**config.mk**
```make
export PLATFORM = sky130hd
export DESIGN_NAME = scf_emit
export DESIGN_NICKNAME = d
export VERILOG_FILES = /design/src/rtl/scf_pkg.sv /design/src/rtl/scf_emit.sv
export VERILOG_INCLUDE_DIRS = /design/src /design/src/rtl
export SDC_FILE = /design/constraint.sdc
export NUM_CORES = 1
export LEC_CHECK = 0
export BUFFER_PORTS_ARGS = -buffer_cell sky130_fd_sc_hd__buf_4
export CAP_MARGIN = 20
export CORE_MARGIN = 4
export CORE_UTILIZATION = 55
export DETAILED_ROUTE_END_ITERATION = 8
export MAX_ROUTING_LAYER = met4
export PLACE_DENSITY = 0.91
export SLEW_MARGIN = 20
export SYNTH_ARGS = -nofsm -noshare
export SYNTH_HDL_FRONTEND = slang
export SYNTH_SLANG_ARGS = --single-unit
```
**constraint.sdc**
```tcl
create_clock -name i_clk -period 10.76 [get_ports i_clk]
set_clock_uncertainty 0.05 [all_clocks]
set_input_delay 1.614 -clock i_clk [delete_from_list [all_inputs] [get_ports i_clk]]
set_output_delay 1.614 -clock i_clk [all_outputs]
set_load 0.01 [all_outputs]
```
**src/rtl/segment_cube_face_crossing_defines.svh**
```systemverilog
// Assertion macros shared by the segment/cell face crossing RTL.
`ifndef SEGMENT_CUBE_FACE_CROSSING_DEFINES_SVH
`define SEGMENT_CUBE_FACE_CROSSING_DEFINES_SVH

// Same-cycle implication, checked out of reset.
`define SCF_ASSERT_IMP(label, clk, rst_n, ante, cons, msg) \
    label: assert property (@(posedge clk) disable iff (!rst_n) (ante) |-> (cons)) \
        else $error(msg);

// Next-cycle implication, checked out of reset.
`define SCF_ASSERT_NXT(label, clk, rst_n, ante, cons, msg) \
    label: assert property (@(posedge clk) disable iff (!rst_n) (ante) |=> (cons)) \
        else $error(msg);

`endif

```
**src/rtl/scf_pkg.sv**
```systemverilog
// Types and constants of the segment/cell face crossing block.
`default_nettype none

package scf_pkg;

    localparam int COORD_BITS = 32;
    localparam int WIDTH_BITS = COORD_BITS - 1;
    localparam int MAG_BITS   = COORD_BITS + 1;
    localparam int REM_BITS   = MAG_BITS + 1;
    localparam int T_FRAC     = 30;
    localparam int TQ_BITS    = T_FRAC + 1;
    localparam int HI_BITS    = MAG_BITS - T_FRAC;
    localparam int PLO_BITS   = TQ_BITS + T_FRAC;
    localparam int SUM_BITS   = COORD_BITS + 2;
    localparam int NUM_AXES   = 3;
    localparam int NUM_OTHER  = NUM_AXES - 1;
    localparam int AXIS_BITS  = 2;

    typedef logic signed [COORD_BITS-1:0] t_coord;
    typedef logic [MAG_BITS-1:0] t_mag;

    typedef enum logic [AXIS_BITS-1:0] {
        FACE_X = 2'd0,
        FACE_Y = 2'd1,
        FACE_Z = 2'd2
    } t_face;

    typedef struct packed {
        t_coord                start_x;
        t_coord                start_y;
        t_coord                start_z;
        t_coord                end_x;
        t_coord                end_y;
        t_coord                end_z;
        t_coord                corner_x;
        t_coord                corner_y;
        t_coord                corner_z;
        logic [WIDTH_BITS-1:0] cell_width;
    } t_item;

    typedef struct packed {
        logic [AXIS_BITS-1:0] face;
        t_coord               hit_x;
        t_coord               hit_y;
        t_coord               hit_z;
        logic                 last_hit;
    } t_result;

    typedef struct packed {
        t_coord [NUM_AXES-1:0] p;
        t_coord [NUM_AXES-1:0] e;
        t_coord [NUM_AXES-1:0] c;
        logic [WIDTH_BITS-1:0] w;
    } t_geom;

    typedef struct packed {
        t_geom                geom;
        t_mag [NUM_AXES-1:0]  magd;
        logic [NUM_AXES-1:0]  dneg;
        logic [NUM_AXES-1:0]  cand;
        logic [NUM_AXES-1:0]  full;
    } t_side;

    typedef struct packed {
        logic [NUM_AXES-1:0]                   hits;
        t_coord [NUM_AXES-1:0][NUM_AXES-1:0]   pts;
    } t_hitset;

endpackage

`default_nettype wire

```
**src/rtl/scf_emit.sv**
```systemverilog
// Result sequencer: sends one crossing per cycle and holds the pipeline on extras.
`default_nettype none

`include "segment_cube_face_crossing_defines.svh"

module scf_emit
    import scf_pkg::*;
(
    input  wire logic      i_clk,
    input  wire logic      i_rst_n,
    input  wire logic      i_valid,
    input  wire t_hitset   i_hitset,
    output logic           o_stall,
    output logic           o_result_valid,
    output t_result        o_result
);

    logic [NUM_AXES-1:0]                 r_mask;
    t_coord [NUM_AXES-1:0][NUM_AXES-1:0] r_pts;
    logic                                r_strobe;
    t_result                             r_res;

    logic [NUM_AXES-1:0] n_mask;
    logic [NUM_AXES-1:0] w_rest;
    logic                n_strobe;
    t_result             n_res;

    // Two or more crossings pending: the next item must wait.
    assign o_stall = (r_mask & (r_mask - NUM_AXES'(1))) != '0;

    always_comb begin
        n_res    = r_res;
        n_strobe = r_mask != '0;
        w_rest   = r_mask;
        priority if (r_mask[0]) begin
            n_res.face  = FACE_X;
            n_res.hit_x = r_pts[0][0];
            n_res.hit_y = r_pts[0][1];
            n_res.hit_z = r_pts[0][2];
            w_rest[0]   = 1'b0;
        end else if (r_mask[1]) begin
            n_res.face  = FACE_Y;
            n_res.hit_x = r_pts[1][0];
            n_res.hit_y = r_pts[1][1];
            n_res.hit_z = r_pts[1][2];
            w_rest[1]   = 1'b0;
        end else if (r_mask[2]) begin
            n_res.face  = FACE_Z;
            n_res.hit_x = r_pts[2][0];
            n_res.hit_y = r_pts[2][1];
            n_res.hit_z = r_pts[2][2];
            w_rest[2]   = 1'b0;
        end else begin
            n_res.face  = FACE_X;
        end
        n_res.last_hit = w_rest == '0;

        if (o_stall) begin
            n_mask = w_rest;
        end else if (i_valid) begin
            n_mask = i_hitset.hits;
        end else begin
            n_mask = '0;
        end
    end

    always_ff @(posedge i_clk) begin
        if (!i_rst_n) begin
            r_mask   <= '0;
            r_strobe <= 1'b0;
        end else begin
            r_mask   <= n_mask;
            r_strobe <= n_strobe;
        end
    end

    always_ff @(posedge i_clk) begin
        r_res <= n_res;
        if (!o_stall && i_valid) begin
            r_pts <= i_hitset.pts;
        end
    end

    assign o_result_valid = r_strobe;
    assign o_result       = r_res;

    `SCF_ASSERT_NXT(a_stall_sends_more, i_clk, i_rst_n, o_stall, o_result_valid && !o_result.last_hit, "held item gave no result or ended early")
    `SCF_ASSERT_IMP(a_not_last_pending, i_clk, i_rst_n, o_result_valid && !o_result.last_hit, r_mask != '0, "crossing marked not last but none pending")
    `SCF_ASSERT_NXT(a_empty_quiet, i_clk, i_rst_n, r_mask == '0, !o_result_valid, "result sent with nothing pending")

endmodule

`default_nettype wire
```
==> metrics.log <==
INFO  metric worstPathMaxFanout = 203
INFO  metric grt_usage = 22.5%
INFO  metric core_area = 0.0245 sq mm
INFO  metric final_antenna_net_count = 0
INFO  metric post_cts_resize_count = 0
INFO  metric antenna-diode-count = 0
INFO  metric cts-hold-fix-buffers = 0
INFO  metric synth_warnings = 0
INFO  metric clock_tree.root_cell = sky130_fd_sc_hd__clkbuf_16
INFO  metric synth_xor_area_share = 0%
INFO  metric detailedPlacementHpwl = 21.0 mm
INFO  metric design.die.area = 0.0277 sq mm
INFO  metric vdd_ir_drop_max = 176 uV
INFO  metric synth_top_family_by_area = multiplexers
INFO  metric synth_enable_flop_cells = 384
INFO  metric synth_sequential_area_ratio = 84.6%
INFO  metric initial_core_utilization = 56.3%
INFO  metric yosys.area_share.adder = 0.0816%
INFO  metric synth_top_cells_by_area = sky130_fd_sc_hd__edfxtp_1 (84%), sky130_fd_sc_hd__mux2i_1 (7.0%), sky130_fd_sc_hd__o21ai_0 (2.9%)
INFO  metric grt_max_degree = 204
INFO  metric synth_common_cells = sky130_fd_sc_hd__edfxtp_1 (384), sky130_fd_sc_hd__nand2_1 (97), sky130_fd_sc_hd__mux2i_1 (96)
INFO  metric fmax = 0.269 GHz
INFO  metric ys_async_sr_fraction = 0%
INFO  metric wirelength = 31.5 mm
INFO  metric post_cts.repair.setup_buffers = 0
INFO  metric totalPowerFinal = 3.33 mW
INFO  metric timing.hold.worst_path_depth = 2
INFO  metric syn_avg_cell_area = 19.0 sq um
INFO  metric gp_congestion = 0.845
INFO  metric static_leakage = 6.79 nW
INFO  metric synthesized_netlist_cell_count = 728
INFO  metric synth_simple_gate_area_share = 3.06%
INFO  metric die_x = 166 um
INFO  metric synth-main-ff-cell = sky130_fd_sc_hd__edfxtp_1
INFO  metric worst_setup_path_start_kind = input port
INFO  metric crit_type = input port to flip-flop
INFO  metric drv_slew = 0
INFO  metric avgViaCountPerCell = 5.29
INFO  metric outcome = finished clean
INFO  metric post_synth_instance_area = 0.0138 sq mm
INFO  metric port_buffers = 394
INFO  metric multiplexer_area_fraction_after_synthesis = 6.96%
INFO  metric top_cell_type_s_share_of_synthesized_area = 83.5%
INFO  metric worst_hold_path_type = flip-flop to flip-flop
INFO  metric clock_path_buffers = 3
INFO  metric numClockSinks = 391
INFO  metric compound_cell_area_share_of_the_yosys_netlist = 3.67%
INFO  metric slew_headroom = 25.9%
INFO  metric ioPinCount = 395
INFO  metric dr_total_vias = 7854
INFO  metric cts_tree = yes
INFO  metric syn_nets = 1022
INFO  metric detail_route.iter0.violations = 903
INFO  metric cts_made_buffers = 40
INFO  metric ys_seq_elements = 391
INFO  metric rsz0062_at_grt = no
INFO  metric clk_transition_reported_paths = 60 ps
INFO  metric layout_min_cycle_time = 3720 ps
INFO  metric grt_first_pass_wirelength = 46.1 mm
INFO  metric final.setup.tns = 0 ps
INFO  metric transition_at_the_pin_with_the_smallest_max_transition_slack = 1110 ps
INFO  metric final_net_count = 1430
INFO  metric synth.distinct_cells = 22
INFO  metric synth.most_common_cell = sky130_fd_sc_hd__edfxtp_1
INFO  metric max_cap_viol_count = 0
INFO  metric final_min_period_over_clock_period = 34.6%
INFO  metric clock_latency = 510 ps
INFO  metric report.final.setup_viol = 0
INFO  metric detail_route.drc_violations = 0
INFO  metric grt_antenna_before_repair = 0
INFO  metric drt_pass1_iterations = 5
INFO  metric floorplan.rows = 57
INFO  metric cts_htree_levels = 2
INFO  metric worstPathRequired = 10830 ps
INFO  metric power.density = 183 mW/mm^2
INFO  metric report.final.hold_viol_count = 0
INFO  metric final_layout_size_suffix_gt1_share = 39.4%
INFO  metric grt.overflow.total = 0
INFO  metric critPathCaptureType = flip-flop
INFO  metric fp.dieH = 166 um
INFO  metric flow.area_growth_from_synthesis = 31.9%
INFO  metric detail_route.wl_per_cell = 21.2 um
INFO  metric r2r_cells = 4
INFO  metric synthDominantAreaCellType = sky130_fd_sc_hd__edfxtp_1
INFO  metric timing.critical_path.arrival = 3790 ps
INFO  metric vias_in_the_first_global_route = 8184
-- worst max-delay path: stages --
cell and delay, ps:
sky130_fd_sc_hd__buf_4 100, sky130_fd_sc_hd__nor2b_4 160, sky130_fd_sc_hd__buf_12 660, sky130_fd_sc_hd__buf_4 970
-- worst paths after layout --
check                                     startpoint                     end  slack, ps
worst max-delay path                         i_valid    r_pts[233]$_DFFE_PP_       7040
worst min-delay path              r_pts[0]$_DFFE_PP_  o_result[65]$_DFFE_PP_        470
worst max register to register  r_mask[1]$_SDFF_PN0_    r_pts[233]$_DFFE_PP_       7160
worst min register to register    r_pts[0]$_DFFE_PP_  o_result[65]$_DFFE_PP_        470
-- routing by layer --
metal  part of all wire, %  track usage, %  vias up
met4                   4.3            9.28        0
met3                   8.2            5.45       75
met5                     0               -        -
met2                    53            39.2      401
met1                    34            25.0     3777
li1                      -               -     3601
-- metrics by stage --
stage | hold WS, ps | worst slack (ps) | std cells | cell area [sq um] | utilization [%]
final | 473 | 7040 | 1485 | 18200 | 74.2
after global routing | 494 | 6940 | 1485 | 18200 | 74.2
after CTS | 475 | 6900 | 1484 | 18200 | 74.1
after detailed placement | 462 | 6620 | 1417 | 17000 | 69.3
after global placement | 454 | 6720 | 1417 | 17000 | 69.3
after floorplan | 444 | 4350 | 728 | 13800 | -
-- sequential cells by signal (all words and copies together) (netlist names) --
register,count
r_mask,3
r_pts,288
o_result,99
o_result_valid,1
-- report_power, final --
group | switching [mW] | internal [mW] | total (mW) | leakage [nW]
combinational | 0.121 | 0.130 | 0.251 | 2.44
sequential | 0.0371 | 1.80 | 1.83 | 3.78
clock | 0.523 | 0.717 | 1.24 | 0.572
-- cell usage in the layout (no fill, tap or decap), types with 2 or more instances in the layout --
master,count
sky130_fd_sc_hd__clkbuf_16,41
sky130_fd_sc_hd__clkinv_1,8
sky130_fd_sc_hd__mux2i_1,96
sky130_fd_sc_hd__edfxtp_1,384
sky130_fd_sc_hd__o21ai_1,16
sky130_fd_sc_hd__clkinvlp_4,2
sky130_fd_sc_hd__nand2_1,97
sky130_fd_sc_hd__clkbuf_1,7
sky130_fd_sc_hd__buf_4,398
sky130_fd_sc_hd__nor3b_1,2
sky130_fd_sc_hd__dfxtp_1,5
sky130_fd_sc_hd__clkinv_2,7
sky130_fd_sc_hd__o21ai_0,81
sky130_fd_sc_hd__dfxtp_4,2
-- layout make-up --
class / count / area [sq um]
fillers: 1381 / 6330
well taps: 324 / 405
clock inverters: 19 / 119
flip-flops and latches: 391 / 11700
inverters: 1 / 3.75
clock buffers: 48 / 1050
repair buffers: 400 / 3040
multi-input cells: 302 / 1910
-- cell families after synthesis --
group	Yosys count
multiplexers	96
flip-flops	391
AO/OA/AOI/OAI	100
buffers and inverters	35
AND/OR/NAND/NOR	105
adder cells (fa/ha/maj)	1
No activity file was read; power rests on OpenSTA's default activity.
