--- src/rtl/segment_cube_face_crossing_defines.svh ---
// Assertion macros shared by the segment/cell face crossing RTL.
`ifndef SEGMENT_CUBE_FACE_CROSSING_DEFINES_SVH
`define SEGMENT_CUBE_FACE_CROSSING_DEFINES_SVH

// Same-cycle implication, checked out of reset.
`define SCF_ASSERT_IMP(label, clk, rst_n, ante, cons, msg) \
    label: assert property (@(posedge clk) disable iff (!rst_n) (ante) |-> (cons)) \
        else $error(msg);

// Next-cycle implication, checked out of reset.
`define SCF_ASSERT_NXT(label, clk, rst_n, ante, cons, msg) \
    label: assert property (@(posedge clk) disable iff (!rst_n) (ante) |=> (cons)) \
        else $error(msg);

`endif

--- src/rtl/scf_pkg.sv ---
// Types and constants of the segment/cell face crossing block.
`default_nettype none

package scf_pkg;

    localparam int COORD_BITS = 32;
    localparam int WIDTH_BITS = COORD_BITS - 1;
    localparam int MAG_BITS   = COORD_BITS + 1;
    localparam int REM_BITS   = MAG_BITS + 1;
    localparam int T_FRAC     = 30;
    localparam int TQ_BITS    = T_FRAC + 1;
    localparam int HI_BITS    = MAG_BITS - T_FRAC;
    localparam int PLO_BITS   = TQ_BITS + T_FRAC;
    localparam int SUM_BITS   = COORD_BITS + 2;
    localparam int NUM_AXES   = 3;
    localparam int NUM_OTHER  = NUM_AXES - 1;
    localparam int AXIS_BITS  = 2;

    typedef logic signed [COORD_BITS-1:0] t_coord;
    typedef logic [MAG_BITS-1:0] t_mag;

    typedef enum logic [AXIS_BITS-1:0] {
        FACE_X = 2'd0,
        FACE_Y = 2'd1,
        FACE_Z = 2'd2
    } t_face;

    typedef struct packed {
        t_coord                start_x;
        t_coord                start_y;
        t_coord                start_z;
        t_coord                end_x;
        t_coord                end_y;
        t_coord                end_z;
        t_coord                corner_x;
        t_coord                corner_y;
        t_coord                corner_z;
        logic [WIDTH_BITS-1:0] cell_width;
    } t_item;

    typedef struct packed {
        logic [AXIS_BITS-1:0] face;
        t_coord               hit_x;
        t_coord               hit_y;
        t_coord               hit_z;
        logic                 last_hit;
    } t_result;

    typedef struct packed {
        t_coord [NUM_AXES-1:0] p;
        t_coord [NUM_AXES-1:0] e;
        t_coord [NUM_AXES-1:0] c;
        logic [WIDTH_BITS-1:0] w;
    } t_geom;

    typedef struct packed {
        t_geom                geom;
        t_mag [NUM_AXES-1:0]  magd;
        logic [NUM_AXES-1:0]  dneg;
        logic [NUM_AXES-1:0]  cand;
        logic [NUM_AXES-1:0]  full;
    } t_side;

    typedef struct packed {
        logic [NUM_AXES-1:0]                   hits;
        t_coord [NUM_AXES-1:0][NUM_AXES-1:0]   pts;
    } t_hitset;

endpackage

`default_nettype wire

--- src/rtl/scf_front.sv ---
// Front stages: axis deltas, magnitudes and the exact range test on t.
`default_nettype none

module scf_front
    import scf_pkg::*;
(
    input  wire logic                          i_clk,
    input  wire logic                          i_rst_n,
    input  wire logic                          i_en,
    input  wire logic                          i_valid,
    input  wire t_item                         i_item,
    output logic                               o_valid,
    output t_side                              o_side,
    output t_mag [NUM_AXES-1:0]                o_magn
);

    t_geom w_geom;
    logic signed [MAG_BITS-1:0] w_d [NUM_AXES];
    logic signed [MAG_BITS-1:0] w_n [NUM_AXES];

    logic                       r1_vld;
    t_geom                      r1_geom;
    logic signed [MAG_BITS-1:0] r1_d [NUM_AXES];
    logic signed [MAG_BITS-1:0] r1_n [NUM_AXES];

    t_side               n_side;
    t_mag [NUM_AXES-1:0] n_magn;
    logic                r2_vld;
    t_side               r2_side;
    t_mag [NUM_AXES-1:0] r2_magn;

    always_comb begin
        w_geom.p[0] = i_item.start_x;
        w_geom.p[1] = i_item.start_y;
        w_geom.p[2] = i_item.start_z;
        w_geom.e[0] = i_item.end_x;
        w_geom.e[1] = i_item.end_y;
        w_geom.e[2] = i_item.end_z;
        w_geom.c[0] = i_item.corner_x;
        w_geom.c[1] = i_item.corner_y;
        w_geom.c[2] = i_item.corner_z;
        w_geom.w    = i_item.cell_width;
        for (int a = 0; a < NUM_AXES; a++) begin
            w_d[a] = MAG_BITS'($signed(w_geom.e[a])) - MAG_BITS'($signed(w_geom.p[a]));
            w_n[a] = MAG_BITS'($signed(w_geom.c[a])) - MAG_BITS'($signed(w_geom.p[a]));
        end
    end

    always_ff @(posedge i_clk) begin
        if (!i_rst_n) begin
            r1_vld <= 1'b0;
        end else if (i_en) begin
            r1_vld <= i_valid;
        end
    end

    always_ff @(posedge i_clk) begin
        if (i_en) begin
            r1_geom <= w_geom;
            r1_d    <= w_d;
            r1_n    <= w_n;
        end
    end

    // t in 0..1 exactly: d nonzero, and n zero or same sign as d with |n| <= |d|.
    always_comb begin
        n_side.geom = r1_geom;
        for (int a = 0; a < NUM_AXES; a++) begin
            n_magn[a]      = r1_n[a][MAG_BITS-1] ? t_mag'(-r1_n[a]) : t_mag'(r1_n[a]);
            n_side.magd[a] = r1_d[a][MAG_BITS-1] ? t_mag'(-r1_d[a]) : t_mag'(r1_d[a]);
            n_side.dneg[a] = r1_d[a][MAG_BITS-1];
            n_side.full[a] = n_magn[a] >= n_side.magd[a];
            n_side.cand[a] = (r1_d[a] != '0) &&
                             ((r1_n[a] == '0) ||
                              ((r1_n[a][MAG_BITS-1] == r1_d[a][MAG_BITS-1]) &&
                               (n_magn[a] <= n_side.magd[a])));
        end
    end

    always_ff @(posedge i_clk) begin
        if (!i_rst_n) begin
            r2_vld <= 1'b0;
        end else if (i_en) begin
            r2_vld <= r1_vld;
        end
    end

    always_ff @(posedge i_clk) begin
        if (i_en) begin
            r2_side <= n_side;
            r2_magn <= n_magn;
        end
    end

    assign o_valid = r2_vld;
    assign o_side  = r2_side;
    assign o_magn  = r2_magn;

endmodule

`default_nettype wire

--- config.mk ---
export PLATFORM = sky130hd
export DESIGN_NAME = scf_front
export DESIGN_NICKNAME = d
export VERILOG_FILES = /design/src/rtl/segment_cube_face_crossing_defines.svh /design/src/rtl/scf_pkg.sv /design/src/rtl/scf_front.sv
export SDC_FILE = /design/constraint.sdc
export NUM_CORES = 1
export LEC_CHECK = 0
export BUFFER_PORTS_ARGS = -buffer_cell sky130_fd_sc_hd__buf_4
export CELL_PAD_IN_SITES_DETAIL_PLACEMENT = 0
export CELL_PAD_IN_SITES_GLOBAL_PLACEMENT = 1
export CORE_ASPECT_RATIO = 0.8
export CORE_UTILIZATION = 47
export CTS_BUF_LIST = sky130_fd_sc_hd__clkbuf_8
export DETAILED_ROUTE_END_ITERATION = 10
export GPL_ROUTABILITY_DRIVEN = 0
export HOLD_SLACK_MARGIN = 0.15
export PLACE_DENSITY = 0.83
export SLEW_MARGIN = 20
export SYNTH_ARGS = -nofsm -noshare
export SYNTH_HDL_FRONTEND = slang
export SYNTH_SLANG_ARGS = --single-unit
--- constraint.sdc ---
create_clock -name i_clk -period 5.18 [get_ports i_clk]
set_clock_uncertainty 0.1 [all_clocks]
set_input_delay 0.518 -clock i_clk [delete_from_list [all_inputs] [get_ports i_clk]]
set_output_delay 0.518 -clock i_clk [all_outputs]
set_load 0.1 [all_outputs]
==> results <==
- The run finished with clean final reports.
- The total vias in the final route is 32917.
- Entering global routing, the biggest net connects 115 pins.
- The total DRC errors in the routed layout is 0.
- After the first detailed-routing iteration, the DRC count stood at 2963.
- The kind of start point of the critical path is a flip-flop.
- The total setup violations reported at the end of the flow is 0.
- Using the TritonRoute via totals, the vias-per-cell ratio works out to 5.343.
- The highest ir drop seen on vdd is 0.3056 mV.
- The largest individual stage delay along the critical path comes from the cell or4_4.
- The number of maximum-capacitance constraint violations is 0.
- The final total negative setup slack is 0 ps.
- At the pin with the least slew margin, the transition time is 952.8 ps.
- The detailed-route wire length is 137200 um.
- After synthesis the cells add up to 47420 um2.
- The power per unit of standard cell area is 418.9 nW/um2.
- The count of cell types in the netlist is 77.
- In this run the count of I/O pins placed on the die edge is 850.
- The x dimension of the die is 357.1 um.
- The synthesized design spends more area on one cell type than any other, namely edfxtp_1.
- The die covers 102200 um2.
- Counting every instance in the synthesized netlist gives 3360.
- The area growth from synthesis to layout is 31.12%.
- The count of nets left with antenna violations once routing finished came out at 0.
- The hold violation count in the final report is 0.
- The final net count is 5337.
- The primary flip-flop cell chosen by synthesis mapping is edfxtp_1.
- Timing would allow up to 199.5 MHz.
- The library cell appearing most often on the critical path is or4_4.
- During synthesis, Yosys emitted a total of 0 warnings.
- The gate family responsible for the most delay along the worst path is simple AND/OR/NAND/NOR gates.
- In the global route stage, met1 resource usage came out at 0.3336.
- The share of the clock period used by the worst path is 0.9676.
- Row generation in the floorplan step produced 103 rows.
- Yosys mapped a number of flops with a built-in enable equal to 1043.
- The first-pass iteration count of the detailed router is 5.
- The net count of the mapped netlist is 3984.
- The number of antenna violations at the first check in global routing is 11.
- The number of buffers and inverters on the critical path is 0.
- The worst slack at placement is 218.4 ps.
- Sorting the synthesized cells by area gives the leading types as edfxtp_1 66%, ha_1 7.8%, xnor2_1 4.3%.
- The clock passes through at most 3 buffers.
- The die is 286.1 um tall.
- The worst path meets setup with 168.0 ps of slack.
- The number of cells on the worst reg-to-reg path is 17.
- Fill cells in the final layout number 7398.
- The category of the worst setup path capture point is a flip-flop.
- The signal on the critical path passes through or4_4 > nand2b_4 > or4_4 > or2_4 > or4_4 > or4_4 > o31ai_4 > xor2_2 > ha_1 > nand2_1 > o21ai_0 > a21o_1 > a211oi_1 > o21ai_0 > a21oi_1 > a211oi_1 > nor3_1.
- The worst path required time is 5790 ps.
- The mean instance size in the synthesized netlist is 14.11 um2.
- The dominant cell by count in the synthesized netlist is edfxtp_1.
- The start-to-end type of the worst setup path is flip-flop to flip-flop.
- By count the netlist is led by 1043 x edfxtp_1, 295 x ha_1, 282 x inv_1.
- The count of clock tree sinks is 1045.
- The overall track demand over capacity in global routing is 0.2633.
- Detailed placement ended at an HPWL of 103700 um.
- The tightest min-delay check is of the input port to flip-flop type.
- After floorplanning, the core was sized to cover 99360 um2.
- The ratio of cells with drive above 1 in the final layout is 0.2388.
- For this design the static power due to leakage is 25.41 nW.
- In the global route stage, met2 resource usage came out at 0.4282.
- For the worst-skew pair, the clock arrives at the later sink with an insertion delay of 870 ps.
- The clock transition time at the flip-flop clock pins of the worst setup and hold paths is 60 ps.
- The level count of the clock H-tree is 4.
- Of all flip-flops after synthesis, the portion carrying an async set or reset was 0.
- In the final routed layout, each cell accounts on average for 22.27 um.
- The final-report max-slew violation count is 0.
- The total of buffers placed on input and output ports is 849.
- The total overflow left after global routing is 0.
- The root buffer selected by CTS is clkbuf_8.
- The largest single stage delay on the critical path is 590 ps.
- The initial cell density of the core is 0.4772.
- Buffers inserted during clock tree synthesis total 163.
- The global routing's busiest layer is met2.
- The first global-routing pass estimated 198800 um of wire.
- For this run, the register share of the synthesized area comes to 0.6614.
- The routing usage on met3 is 0.06881.
- Of all nets on the critical path, the largest fanout is 5.
- After synthesis the netlist holds a flip-flop and latch count of 1045.
- The count of cell instances traversed by the critical path is 17.
- The number of global-route vias before repair came to 32546.
- For the worst setup path, the data arrival time is 5620 ps.
- TritonCTS built the clock tree.
- The tightest slew margin relative to the limit is 0.3648.
- The cell depth of the worst min-delay path is 2.
- Of the post-synthesis cell area, the dominant cell type holds 0.6605.
- The routed design could run at a clock period as short as 5012 ps.
## registers in the layout, summed over array words and instances (netlist names)
register  cells
o_side      427
n_side      322
o_magn       99
r1_n         99
r1_d         96
o_valid       1
r1_vld        1
## cells in the final DEF, fill, tap and decap left out, drive strengths merged, types with 9 or more instances in the layout
| cell | n |
|---|---|
| a211o | 10 |
| nand4 | 36 |
| a31oi | 27 |
| ha | 295 |
| nand2 | 145 |
| xor2 | 111 |
| clkbuf | 165 |
| nand3 | 44 |
| a21oi | 186 |
| nor4 | 25 |
| nor2 | 139 |
| and3 | 22 |
| nor2b | 38 |
| buf | 896 |
| o31a | 14 |
| a211oi | 21 |
| a21o | 76 |
| inv | 345 |
| o21a | 42 |
| o21bai | 19 |
| or4 | 31 |
| xnor2 | 231 |
| o21ai | 154 |
| and2 | 12 |
| edfxtp | 1043 |
| or2 | 22 |
| nor3 | 39 |
| nand2b | 41 |
| or3 | 25 |
| bufinv | 9 |
| dlygate4sd3 | 322 |
| o211ai | 13 |
| o41ai | 35 |
| clkinv | 56 |
| o31ai | 56 |
## power by group
part / switching (W) / internal, W
registers: 0.000581 / 0.0106
logic: 0.00586 / 0.00225
clock network: 0.00336 / 0.00345
total: 0.00980 / 0.0163
## routing by layer
layer / routed length [um] / share of wire / vias up
li1: - / - / 15444
met1: 55710 / 0.41 / 15831
met2: 64950 / 0.47 / 1366
met3: 11040 / 0.080 / 262
met4: 5403 / 0.039 / 14
met5: 86 / 0.00063 / -
## area by class of cell
| type | count | area [um2] | area share |
|---|---|---|---|
| Sequential cell | 1045 | 31360 | 0.5044 |
| Multi-Input combinational cell | 2002 | 14900 | 0.2396 |
| Timing Repair Buffer | 1218 | 10070 | 0.1620 |
| Inverter | 283 | 1062 | 0.01709 |
| Clock inverter | 132 | 858.3 | 0.01381 |
| Tap cell | 1312 | 1642 | 0.02640 |
| Clock buffer | 165 | 2271 | 0.03653 |
| Antenna cell | 4 | 10.01 | 0.0001610 |
## stage by stage
stage | instances | total power, W | utilization | area, um2 | hold WS (ps)
floorplan | 3360 | 0.01676 | - | 47420 | 300.3
global placement | 5535 | 0.01902 | 0.5613 | 55770 | 300.3
detailed placement | 5535 | 0.01911 | 0.5613 | 55770 | 304.5
CTS | 6154 | 0.02610 | 0.6252 | 62120 | 176.4
global route | 6160 | 0.02708 | 0.6257 | 62170 | 222.4
finish | 6161 | 0.02605 | 0.6257 | 62170 | 265.7
## cells by family after synthesis
family	Yosys count	synth area share
mux	4	0.0008708
buf+inv	313	0.02478
compound gates	713	0.09806
flops	1045	0.6614
xor+xnor	342	0.06349
fa+ha+maj	303	0.08080
simple gates	640	0.07061
## path summary, 6_finish.rpt
path,start,endpoint,slack (ps)
setup / recovery,r1_d[33]$_DFFE_PP_,o_side[4]$_DFFE_PP_,170
hold / removal,i_item[16],n_side[124]$_DFFE_PP_,270
setup reg to reg,r1_d[33]$_DFFE_PP_,o_side[4]$_DFFE_PP_,170
hold reg to reg,n_side[382]$_DFFE_PP_,o_side[382]$_DFFE_PP_,290
## timing repair
item,4_1_cts,5_1_grt
endpoints found under the hold margin,586,0
setup endpoints to repair,0,4
hold buffers,322,0
gates resized for setup,0,3
setup buffers,0,3
(Power assumes the default switching activity.)
